`src/rle_hue_pkg.sv`:
```
// Shared types, codes and constants for the run-length sprite row decoder.
// No dependencies; imported by rle_sprite_row_decoder_with_hue.
package rle_hue_pkg;

   localparam int MAX_WIDTH   = 1024;
   localparam int HUE_ENTRIES = 32;

   localparam int WIDTH_W = 11;              // image_width register
   localparam int POS_W   = 17;              // column and run end, saturating
   localparam int WORD_W  = 16;
   localparam int ROW_W   = 10;
   localparam int X_W     = 10;
   localparam int CHAN_W  = 8;
   localparam int HUE_W   = 3 * CHAN_W;
   localparam int SLOT_W  = $clog2(HUE_ENTRIES);
   localparam int CMD_W   = 2;
   localparam int CSR_IDX_W  = 2;
   localparam int CSR_DATA_W = WIDTH_W;

   localparam logic [POS_W-1:0]   POS_MAX       = {POS_W{1'b1}};
   localparam logic [WIDTH_W-1:0] MAX_WIDTH_VAL = WIDTH_W'(MAX_WIDTH);
   localparam logic [WIDTH_W-1:0] WIDTH_RESET   = WIDTH_W'(44);

   typedef logic [CMD_W-1:0] cmd_type;
   localparam cmd_type CMD_LOAD_HUE  = 2'd0;
   localparam cmd_type CMD_BEGIN_ROW = 2'd1;
   localparam cmd_type CMD_DATA      = 2'd2;

   typedef logic [CSR_IDX_W-1:0] csr_idx_type;
   localparam csr_idx_type CSR_HUE_ENABLE  = 2'd0;
   localparam csr_idx_type CSR_PARTIAL_HUE = 2'd1;
   localparam csr_idx_type CSR_IMAGE_WIDTH = 2'd2;

   typedef enum logic [3:0] {
      PH_IDLE   = 4'b0001,
      PH_SKIP   = 4'b0010,
      PH_LEN    = 4'b0100,
      PH_COLOUR = 4'b1000
   } phase_type;

   localparam logic KIND_PIXEL   = 1'b0;
   localparam logic KIND_ROW_END = 1'b1;

   typedef logic [HUE_W-1:0] hue_entry_type;

   // add that clamps at the top of the position range
   function automatic logic [POS_W-1:0] sat_add(input logic [POS_W-1:0] a,
                                                input logic [POS_W-1:0] b);
      logic [POS_W:0] sum;
      sum = {1'b0, a} + {1'b0, b};
      return sum[POS_W] ? POS_MAX : sum[POS_W-1:0];
   endfunction

endpackage

```
`src/rle_sprite_row_decoder_with_hue.sv`:
```
// Run-length sprite row decoder with RGB555 to RGB888 expansion and hue table.
// Depends on rle_hue_pkg.
//
// Takes one transaction per clock unless req_stall is high: commands load a
// hue entry, begin a row, or feed a stream word (skip, run length, colour).
// Each transaction is parsed combinationally from the phase register, the
// column and run-end adders and a read of the 32-entry flip-flop hue table,
// and any result (a pixel or a row end) lands in the result register in the
// cycle after acceptance. Sustained rate is one transaction per cycle while
// req_stall is low; it rises only while the consumer stalls a held result.
module rle_sprite_row_decoder_with_hue (
   input  logic                          clock,
   input  logic                          reset,
   input  logic                          csr_write_en,
   input  rle_hue_pkg::csr_idx_type      csr_index,
   input  logic [rle_hue_pkg::CSR_DATA_W-1:0] csr_wdata,
   input  logic                          req_valid,
   output logic                          req_stall,
   input  rle_hue_pkg::cmd_type          req_command,
   input  logic [rle_hue_pkg::WORD_W-1:0] req_data_word,
   input  logic [rle_hue_pkg::ROW_W-1:0] req_row_number,
   input  logic [rle_hue_pkg::SLOT_W-1:0] req_hue_slot,
   input  logic [rle_hue_pkg::CHAN_W-1:0] req_hue_red,
   input  logic [rle_hue_pkg::CHAN_W-1:0] req_hue_green,
   input  logic [rle_hue_pkg::CHAN_W-1:0] req_hue_blue,
   output logic                          rsp_valid,
   input  logic                          rsp_stall,
   output logic                          rsp_kind,
   output logic [rle_hue_pkg::X_W-1:0]   rsp_pixel_x,
   output logic [rle_hue_pkg::ROW_W-1:0] rsp_pixel_y,
   output logic [rle_hue_pkg::CHAN_W-1:0] rsp_red,
   output logic [rle_hue_pkg::CHAN_W-1:0] rsp_green,
   output logic [rle_hue_pkg::CHAN_W-1:0] rsp_blue
);
   import rle_hue_pkg::*;

   // configuration
   logic               hue_enable_ff;
   logic               partial_hue_ff;
   logic [WIDTH_W-1:0] image_width_ff;

   // parse state
   phase_type          phase_ff, phase_in;
   logic [POS_W-1:0]   column_ff, column_in;
   logic [POS_W-1:0]   run_end_ff, run_end_in;
   logic [WORD_W-1:0]  skip_ff, skip_in;
   logic [ROW_W-1:0]   row_ff, row_in;

   hue_entry_type      hue_table_ff [HUE_ENTRIES];

   // result register
   logic               rsp_valid_ff, rsp_valid_in;
   logic               rsp_kind_ff, rsp_kind_in;
   logic [X_W-1:0]     rsp_x_ff, rsp_x_in;
   logic [CHAN_W-1:0]  rsp_red_ff, rsp_red_in;
   logic [CHAN_W-1:0]  rsp_green_ff, rsp_green_in;
   logic [CHAN_W-1:0]  rsp_blue_ff, rsp_blue_in;
   logic [ROW_W-1:0]   rsp_y_ff;

   logic               accept;
   logic               emit;
   logic [WIDTH_W-1:0] width_eff;
   logic [POS_W-1:0]   width_pos;
   logic [POS_W-1:0]   col_skip;
   logic [POS_W-1:0]   col_step;
   logic [POS_W-1:0]   run_new;
   logic [SLOT_W-1:0]  hue_idx;
   logic [CHAN_W-1:0]  exp_r, exp_g, exp_b;
   hue_entry_type      hue_rd;
   logic               use_hue;

   assign req_stall = rsp_valid_ff && rsp_stall;
   assign accept    = req_valid && !req_stall;

   assign width_eff = (image_width_ff > MAX_WIDTH_VAL) ? MAX_WIDTH_VAL : image_width_ff;
   assign width_pos = POS_W'(width_eff);

   assign col_skip = sat_add(column_ff, POS_W'(skip_ff));
   assign run_new  = sat_add(col_skip, POS_W'(req_data_word));
   assign col_step = sat_add(column_ff, POS_W'(1));

   // RGB555 expansion; bit fifteen is ignored
   assign hue_idx = req_data_word[14:10];
   assign exp_r   = {req_data_word[14:10], 3'b000};
   assign exp_g   = {req_data_word[9:5], 3'b000};
   assign exp_b   = {req_data_word[4:0], 3'b000};
   assign hue_rd  = hue_table_ff[hue_idx];
   assign use_hue = hue_enable_ff && (!partial_hue_ff ||
                    (req_data_word[14:10] == req_data_word[9:5] &&
                     req_data_word[9:5] == req_data_word[4:0]));

   always_comb begin
      phase_in     = phase_ff;
      column_in    = column_ff;
      run_end_in   = run_end_ff;
      skip_in      = skip_ff;
      row_in       = row_ff;
      emit         = 1'b0;
      rsp_kind_in  = KIND_ROW_END;
      rsp_x_in     = '0;
      rsp_red_in   = '0;
      rsp_green_in = '0;
      rsp_blue_in  = '0;

      case (req_command)
         CMD_LOAD_HUE: begin
         end
         CMD_BEGIN_ROW: begin
            row_in     = req_row_number;
            column_in  = '0;
            run_end_in = '0;
            skip_in    = '0;
            phase_in   = PH_SKIP;
         end
         CMD_DATA: begin
            case (phase_ff)
               PH_SKIP: begin
                  if (column_ff >= width_pos) begin
                     emit     = 1'b1;
                     phase_in = PH_IDLE;
                  end else begin
                     skip_in  = req_data_word;
                     phase_in = PH_LEN;
                  end
               end
               PH_LEN: begin
                  if (skip_ff == '0 && req_data_word == '0) begin
                     emit     = 1'b1;
                     phase_in = PH_IDLE;
                  end else begin
                     column_in  = col_skip;
                     run_end_in = run_new;
                     if (col_skip >= run_new) begin
                        // empty run: either the width is reached or the next pair follows
                        if (col_skip >= width_pos) begin
                           emit     = 1'b1;
                           phase_in = PH_IDLE;
                        end else begin
                           phase_in = PH_SKIP;
                        end
                     end else begin
                        phase_in = PH_COLOUR;
                     end
                  end
               end
               PH_COLOUR: begin
                  column_in = col_step;
                  if (col_step >= run_end_ff) begin
                     phase_in = PH_SKIP;
                  end
                  if (req_data_word != '0 && column_ff < width_pos) begin
                     emit        = 1'b1;
                     rsp_kind_in = KIND_PIXEL;
                     rsp_x_in    = column_ff[X_W-1:0];
                     if (use_hue) begin
                        rsp_red_in   = hue_rd[HUE_W-1 -: CHAN_W];
                        rsp_green_in = hue_rd[CHAN_W +: CHAN_W];
                        rsp_blue_in  = hue_rd[CHAN_W-1:0];
                     end else begin
                        rsp_red_in   = exp_r;
                        rsp_green_in = exp_g;
                        rsp_blue_in  = exp_b;
                     end
                  end
               end
               default: begin
               end
            endcase
         end
         default: begin
         end
      endcase
   end

   assign rsp_valid_in = (accept && emit) || (rsp_valid_ff && rsp_stall);

   always_ff @(posedge clock) begin
      if (reset) begin
         hue_enable_ff  <= 1'b0;
         partial_hue_ff <= 1'b0;
         image_width_ff <= WIDTH_RESET;
      end else if (csr_write_en) begin
         case (csr_index)
            CSR_HUE_ENABLE:  hue_enable_ff  <= csr_wdata[0];
            CSR_PARTIAL_HUE: partial_hue_ff <= csr_wdata[0];
            CSR_IMAGE_WIDTH: image_width_ff <= csr_wdata[WIDTH_W-1:0];
            default: begin
            end
         endcase
      end
   end

   always_ff @(posedge clock) begin
      if (reset) begin
         phase_ff     <= PH_IDLE;
         column_ff    <= '0;
         run_end_ff   <= '0;
         skip_ff      <= '0;
         row_ff       <= '0;
         rsp_valid_ff <= 1'b0;
      end else begin
         rsp_valid_ff <= rsp_valid_in;
         if (accept) begin
            phase_ff   <= phase_in;
            column_ff  <= column_in;
            run_end_ff <= run_end_in;
            skip_ff    <= skip_in;
            row_ff     <= row_in;
         end
      end
   end

   // hue table: no reset; the user must load an entry before it is read, the block does not enforce it
   always_ff @(posedge clock) begin
      if (accept && req_command == CMD_LOAD_HUE) begin
         hue_table_ff[req_hue_slot] <= {req_hue_red, req_hue_green, req_hue_blue};
      end
   end

   always_ff @(posedge clock) begin
      if (accept && emit) begin
         rsp_kind_ff  <= rsp_kind_in;
         rsp_x_ff     <= rsp_x_in;
         rsp_y_ff     <= row_ff;
         rsp_red_ff   <= rsp_red_in;
         rsp_green_ff <= rsp_green_in;
         rsp_blue_ff  <= rsp_blue_in;
      end
   end

   assign rsp_valid   = rsp_valid_ff;
   assign rsp_kind    = rsp_kind_ff;
   assign rsp_pixel_x = rsp_x_ff;
   assign rsp_pixel_y = rsp_y_ff;
   assign rsp_red     = rsp_red_ff;
   assign rsp_green   = rsp_green_ff;
   assign rsp_blue    = rsp_blue_ff;

endmodule
```
`config.mk`:
```
export PLATFORM = sky130hd
export DESIGN_NAME = rle_sprite_row_decoder_with_hue
export DESIGN_NICKNAME = d
export VERILOG_FILES = /design/src/rle_hue_pkg.sv /design/src/rle_sprite_row_decoder_with_hue.sv
export SDC_FILE = /design/constraint.sdc
export NUM_CORES = 1
export LEC_CHECK = 0
export ABC_CLOCK_PERIOD_IN_PS = 9100
export BUFFER_PORTS_ARGS = -buffer_cell sky130_fd_sc_hd__buf_2
export CORE_MARGIN = 2
export CORE_UTILIZATION = 45
export DETAILED_ROUTE_END_ITERATION = 16
export GPL_TIMING_DRIVEN = 1
export PLACE_DENSITY = 0.72
export SETUP_SLACK_MARGIN = 0.4
export SLEW_MARGIN = 20
export SYNTH_ARGS = -nofsm -noshare
export SYNTH_HDL_FRONTEND = slang
export SYNTH_SLANG_ARGS = --single-unit
```
`constraint.sdc`:
```
create_clock -name clock -period 9.1 [get_ports clock]
set_input_delay 0.91 -clock clock [delete_from_list [all_inputs] [get_ports clock]]
set_output_delay 0.91 -clock clock [all_outputs]
set_load 0.005 [all_outputs]
```
-- Yosys cells after proc, flatten, opt, wreduce, memory -nomap -nowiden
Memories as Yosys holds them, arrays and structs flattened.
Cells that the tools add are included.
- memory bits (writable): 768
- flip-flop bits (word level): 123
- memories kept: 1
- $lt $le $gt $ge: 6
- equal/unequal tests: 17
- reductions and logical operators: 29
- add/sub/neg operators: 3
- multiplexer cells: 33
- memory list (name ; depth ; bits a word ; read ports ; clocked after memory_dff ; wr ports ; RTL line ; RTL):
    hue_table_ff ; 32 ; 24 ; 1 ; 0 ; 1 ; rle_sprite_row_decoder_with_hue.sv:49 ; hue_entry_type hue_table_ff [HUE_ENTRIES];
- operators by type and width (operator ; count):
    two-way mux 17 bit ; 6
    one-hot mux 17 bit (2 select lines) ; 3
    adder 17 x 16 -> 18 bit ; 2
    >= comparator 17 x 11 -> 1 bit ; 2
    >= comparator 17 bit ; 2
    zero test 16 bit ; 2
    two-way mux 16 bit ; 2
    one-hot mux 16 bit (2 select lines) ; 1
    two-way mux 8 bit ; 3
    AND reduction 4 bit ; 5
    adder 17 x 1 -> 18 bit (second input constant) ; 1
    < comparator 17 x 11 -> 1 bit ; 1
    nonzero test 16 bit ; 1
    two-way mux 4 bit ; 3
    one-hot mux 4 bit (3 select lines) ; 1
    greater-than comparator 11 bit (second input constant) ; 1
    two-way mux 11 bit ; 1
    == test 5 bit ; 2
    AND reduction 2 bit ; 5
    two-way mux 1 bit ; 9
    logical AND 1 bit ; 8
    one-hot mux 4 bit (2 select lines) ; 1
    != test 3 bit (second input constant) ; 2
    == test 2 x 1 -> 1 bit (second input constant) ; 2
    other kinds (16) ; 22

-- Logic depth before layout (Yosys ltp)
- word-level depth: 11
- mapped depth: 29

-- Worst setup path before layout
OpenSTA, ideal clock, no wires.
- path kind: register -> register
- start point: reg column_ff[4]
- end point: reg rsp_blue_ff[0] (netlist: rsp_blue[0]), enable pin
- arrival time: 7.162 ns
- stages on the path, launching flop included: 27
- buffers on the path: 1
- slack: 1.475 ns
- period minus slack after synthesis: 7.625 ns
- path through: dfxtp_1 > ha_1 > or4_1 > a21oi_1 > a2111o_1 > nand2_2 > o21bai_2 > buf_4 > nand2_1 > ha_1 > nor2b_1 > o31a_1 > o41a_1 > a21o_1 > a21o_1 > a21oi_1 > xnor2_1 > nor2_1 > ha_1 > nand4_1 > or2_2 > inv_1 > nand3_1 > a21o_1 > o21ba_1 > o21ai_1 > a21oi_1
- longest elaborated chain between the ends: 10
- elaborated cells between the ends (all ways): 17
- those cells by class: add/sub (2); order compare (4); mux (9); reduce/logical (2)
- ends and longest elaborated chain (what ; RTL line ; RTL):
    start, declared ; rle_sprite_row_decoder_with_hue.sv:44 ; logic [POS_W-1:0] column_ff, column_in;
    start signal, assigned ; rle_sprite_row_decoder_with_hue.sv:205 ; column_ff <= column_in;
    adder 17 x 16 -> 18 bit ; rle_hue_pkg.sv:50 ; sum = {1'b0, a} + {1'b0, b};
    two-way mux 17 bit ; rle_hue_pkg.sv:51 ; return sum[POS_W] ? POS_MAX : sum[POS_W-1:0];
    adder 17 x 16 -> 18 bit ; rle_hue_pkg.sv:50 ;
    two-way mux 17 bit ; rle_hue_pkg.sv:51 ;
    >= comparator 17 bit ; rle_sprite_row_decoder_with_hue.sv:133 ; if (col_skip >= run_new) begin
    two-way mux 1 bit ; rle_sprite_row_decoder_with_hue.sv:133 ;
    two-way mux 1 bit ; rle_sprite_row_decoder_with_hue.sv:127 ; if (skip_ff == '0 && req_data_word == '0) begin
    one-hot mux 1 bit (3 select lines) * ; rle_sprite_row_decoder_with_hue.sv:116 ; case (phase_ff)
    two-way mux 1 bit * ; rle_sprite_row_decoder_with_hue.sv:105 ; case (req_command)
    logical AND 1 bit * ; rle_sprite_row_decoder_with_hue.sv:221 ; if (accept && emit) begin
    end signal, assigned ; rle_sprite_row_decoder_with_hue.sv:227 ; rsp_blue_ff <= rsp_blue_in;
    end, declared ; rle_sprite_row_decoder_with_hue.sv:57 ; logic [CHAN_W-1:0] rsp_blue_ff, rsp_blue_in;
Mark *: on every way between the ends. The rest lies on a longest branch, timed or not.
A chain may end at the register's enable or synchronous reset.

-- Worst setup path in the final report
- start point: reg column_ff[4]
- end point: reg rsp_red_ff[4] (netlist: rsp_red[4]), enable pin
- longest elaborated chain between the ends: 10
- elaborated cells between the ends (all ways): 17
- those cells by class: add/sub (2); order compare (4); mux (9); reduce/logical (2)
- ends and longest elaborated chain (what ; RTL line ; RTL):
    adder 17 x 16 -> 18 bit ; rle_hue_pkg.sv:50 ;
    two-way mux 17 bit ; rle_hue_pkg.sv:51 ;
    adder 17 x 16 -> 18 bit ; rle_hue_pkg.sv:50 ;
    two-way mux 17 bit ; rle_hue_pkg.sv:51 ;
    >= comparator 17 bit ; rle_sprite_row_decoder_with_hue.sv:133 ;
    two-way mux 1 bit ; rle_sprite_row_decoder_with_hue.sv:133 ;
    two-way mux 1 bit ; rle_sprite_row_decoder_with_hue.sv:127 ;
    one-hot mux 1 bit (3 select lines) * ; rle_sprite_row_decoder_with_hue.sv:116 ;
    two-way mux 1 bit * ; rle_sprite_row_decoder_with_hue.sv:105 ;
    logical AND 1 bit * ; rle_sprite_row_decoder_with_hue.sv:221 ;
    end signal, assigned ; rle_sprite_row_decoder_with_hue.sv:225 ; rsp_red_ff <= rsp_red_in;
    end, declared ; rle_sprite_row_decoder_with_hue.sv:55 ; logic [CHAN_W-1:0] rsp_red_ff, rsp_red_in;
Marks and branches as above.

==> flow_summary.ini <==
[route]
drc_errors = 0
drt-vias-per-instance = 6.05
antenna_left = 0
first_pass_iters = 5
drt_wl_total_mm = 99.1
first_iter_violations = 1965
vias = 20900
wl_per_cell_um = 28.7

[clock_tree]
clk_path_buf_depth = 3
cts_max_level = 3
cts_tree = built
numCtsBuffers = 88
cts-root-buf = clkbuf_16
insertion_delay_ns = 0.67
cts_resized = 0
postCtsSetupBuffers = 0
cts_hold_buf = 0
path_clk_slew_ns = 0.06
clock_sinks = 891

[sta]
rsz0062_at_grt = no
tightest_slew_ns = 1.17
period_needed_ns = 7.73
slew_violations = 0
setup_ws_ns = 1.37
report.final.hold_viol_count = 0
finalCritPeriodShare_pct = 85.0
fmax_ghz = 0.129
tns_ns = 0
setup_viol = 0
relSlewSlack_pct = 21.9
finClkSkew_ns = 0.0659

[synthesis]
synthArstFlopShare_pct = 0
ys_ff_latch = 891
yosysUniqueCellTypes = 83
synth_edf_count = 813
ys_warn_count = 0
synth.avg_cell_area_sq_um = 17.7
syn_area_sq_um = 37700
seq_area_frac_synth_pct = 68.9
synthCells = 2127
syn_nets = 2295
synth_flop_cell = edfxtp_1

[pwr]
pwr-share-seq_pct = 52.4
p_switching_mw = 1.84
pwr-share-comb_pct = 4.7
power.total_mw = 8.55
clock_power_share_pct = 42.9
power.leakage_nw = 14.3
power_density_nw_per_um2 = 200
internal_power_mw = 6.72
ir_worst_vdd_mv = 0.190
switching_share_pct = 21.5

[layout]
stdcell_area_sq_um = 42900
drive_gt1_share_pct = 26.0
nets = 2459
synthToLayoutAreaGrowth_pct = 13.7
final_cells = 3447

[worst_setup_path]
crit_slowest_cell = buf_4
reg2reg_to = rsp_red[4]
startpoint = column_ff[4]
criticalPathCategory = reg -> reg
required_ns = 9.34
crit-reg2reg-launch = column_ff[4]
r2r_cells = 27
worstPathArrival_ns = 7.97
max_stage_delay_ns = 0.56
end_kind = flip-flop
setup.worst_path.end = rsp_red[4]
regToRegSetupSlack_ns = 1.37
crit_fanout = 45
critPathLaunchType = flip-flop

[placed_design]
dp_cells = 3281
dp_hpwl_mm = 63.0
gp_congestion = 0.923
io_buffers = 121
post_dp_cell_area_sq_um = 39900
post-place-ws_ns = 1.46

[floorplan]
dieArea_sq_um = 86100
row_count = 106
die_x_um = 293
ios = 122
start_util_pct = 45.3
core_area_sq_um = 83300
fp.dieH_um = 293

[global_route]
overflow = 0
grt_max_degree = 65
first_global_vias = 21000
grt_pass1_wl_mm = 144
antenna_found_initial = 8
grt.total_usage_pct = 23.1

[worst_hold_path]
hp-class = reg -> reg

[run]
maxCapViolations = 0

[status]
status = finished clean
how the worst min path moves through the flow:
stage | end | from | depth (start not counted) | slack [ns]
6_report | rsp_pixel_y[1] | row_ff[1] | 0 | 0.44
5_1_grt | rsp_pixel_y[1] | row_ff[1] | 0 | 0.44
4_1_cts | rsp_pixel_y[1] | row_ff[1] | 0 | 0.44
3_5_place_dp | rsp_pixel_y[6] | row_ff[6] | 0 | 0.42
3_3_place_gp | rsp_pixel_y[7] | row_ff[7] | 0 | 0.41
2_1_floorplan | rsp_pixel_y[0] | row_ff[0] | 0 | 0.41
layer usage:
metal / track usage [%] / wire length [um]
met5: 0 / 42
met3: 3.74 / 6530
met2: 39.8 / 50800
met1: 29.6 / 38100
met4: 8.31 / 3580
power groups by stage:
| stage | registers (mW) | logic [mW] | clock network [mW] |
|---|---|---|---|
| final | 4.48 | 0.399 | 3.67 |
| after global routing | 4.48 | 0.429 | 3.87 |
| after CTS | 4.48 | 0.402 | 3.72 |
| after detailed placement | 4.57 | 0.400 | 0 |
| after global placement | 4.57 | 0.390 | 0 |
| after floorplan | 4.57 | 0.243 | 0 |
state kept, by name, indices dropped and copies added (netlist names), 10 cells and up:
name,cells
image_width_ff,11
run_end_ff,17
column_ff,17
rsp_pixel_y,10
rsp_pixel_x,10
hue_table_ff,768
row_ff,10
skip_ff,16
cells in the final DEF, fill, tap and decap left out, types with 7 or more instances in the layout:
cell / count
a21o_1: 20
a211oi_1: 10
nor2_4: 32
bufinv_16: 9
a21oi_1: 93
buf_2: 117
nand3_1: 22
mux2_2: 10
and2_1: 7
nand2_1: 137
xor2_1: 15
nor3_1: 12
nand3b_1: 9
nand2b_1: 11
edfxtp_1: 813
nand4_1: 12
a22oi_1: 14
and3_1: 21
o21ai_1: 20
nor2b_1: 11
o21a_1: 20
nor2_1: 105
dfxtp_1: 78
clkbuf_16: 89
nor4_1: 8
clkbuf_1: 18
clkinv_1: 20
o21ai_0: 39
ha_1: 91
xnor2_1: 18
a22o_1: 16
buf_4: 45
clkinv_2: 17
mux4_2: 240
mux2i_1: 24
inv_1: 35
metrics by stage:
stage          utilization (%)  hold slack [ns]
6_report                  51.5            0.436
5_1_grt                   51.5            0.436
4_1_cts                   51.5            0.438
3_5_place_dp              47.9            0.416
3_3_place_gp              47.7            0.412
2_1_floorplan                -            0.408
cells by family (layout without fill, tap and decap cells):
| group | count (synthesis) | in the layout | share of synthesized area, % |
|---|---|---|---|
| flip-flops | 891 | 891 | 68.9 |
| AND/OR/NAND/NOR | 417 | 417 | 5.24 |
| AO/OA/AOI/OAI | 286 | 286 | 4.94 |
| multiplexers | 274 | 274 | 15.3 |
| buffers and inverters | 133 | 372 | 1.78 |
| adder cells (fa/ha/maj) | 93 | 93 | 3.13 |
| XOR/XNOR | 33 | 33 | 0.766 |
| other | 0 | 1 | 0 |
worst max-delay path: cells and delay by family, from the launching register on:
family          cells  cell delay (ns)
compound gates     13             2.83
buf+inv             3             0.99
simple gates        8             1.99
flops               1             0.40
fa+ha+maj           3             1.06
final cells by class:
cell class / count / area, sq um
sequential: 891 / 26000
fill: 6569 / 40400
antenna: 1 / 2.50
inverter: 36 / 135
multi-input combinational: 1103 / 11300
tap: 1080 / 1350
timing repair buffer: 171 / 1140
clock buffer: 108 / 2310
clock inverter: 57 / 622
cells in the mapped netlist (all sizes together) (7+ instances only):
master	number	share of area, %
edfxtp	813	65
mux4	240	14
nand2	139	1.4
nor2	138	1.4
a21oi	97	1.3
ha	91	3.0
dfxtp	78	4.1
o21ai	64	0.88
buf	50	0.82
clkbuf	47	0.60
inv	35	0.35
mux2i	24	0.64
a21o	22	0.44
and3	22	0.37
nand3	22	0.29
o21a	20	0.40
xnor2	18	0.42
a22o	17	0.40
nor3	15	0.21
xor2	15	0.35
a22oi	14	0.28
nand4	13	0.23
nand2b	11	0.18
nor2b	11	0.18
a211oi	10	0.20
mux2	10	0.30
nand3b	9	0.18
nor4	9	0.17
a31oi	7	0.13
and2	7	0.12
o211ai	7	0.15
(Power assumes the default switching activity.)
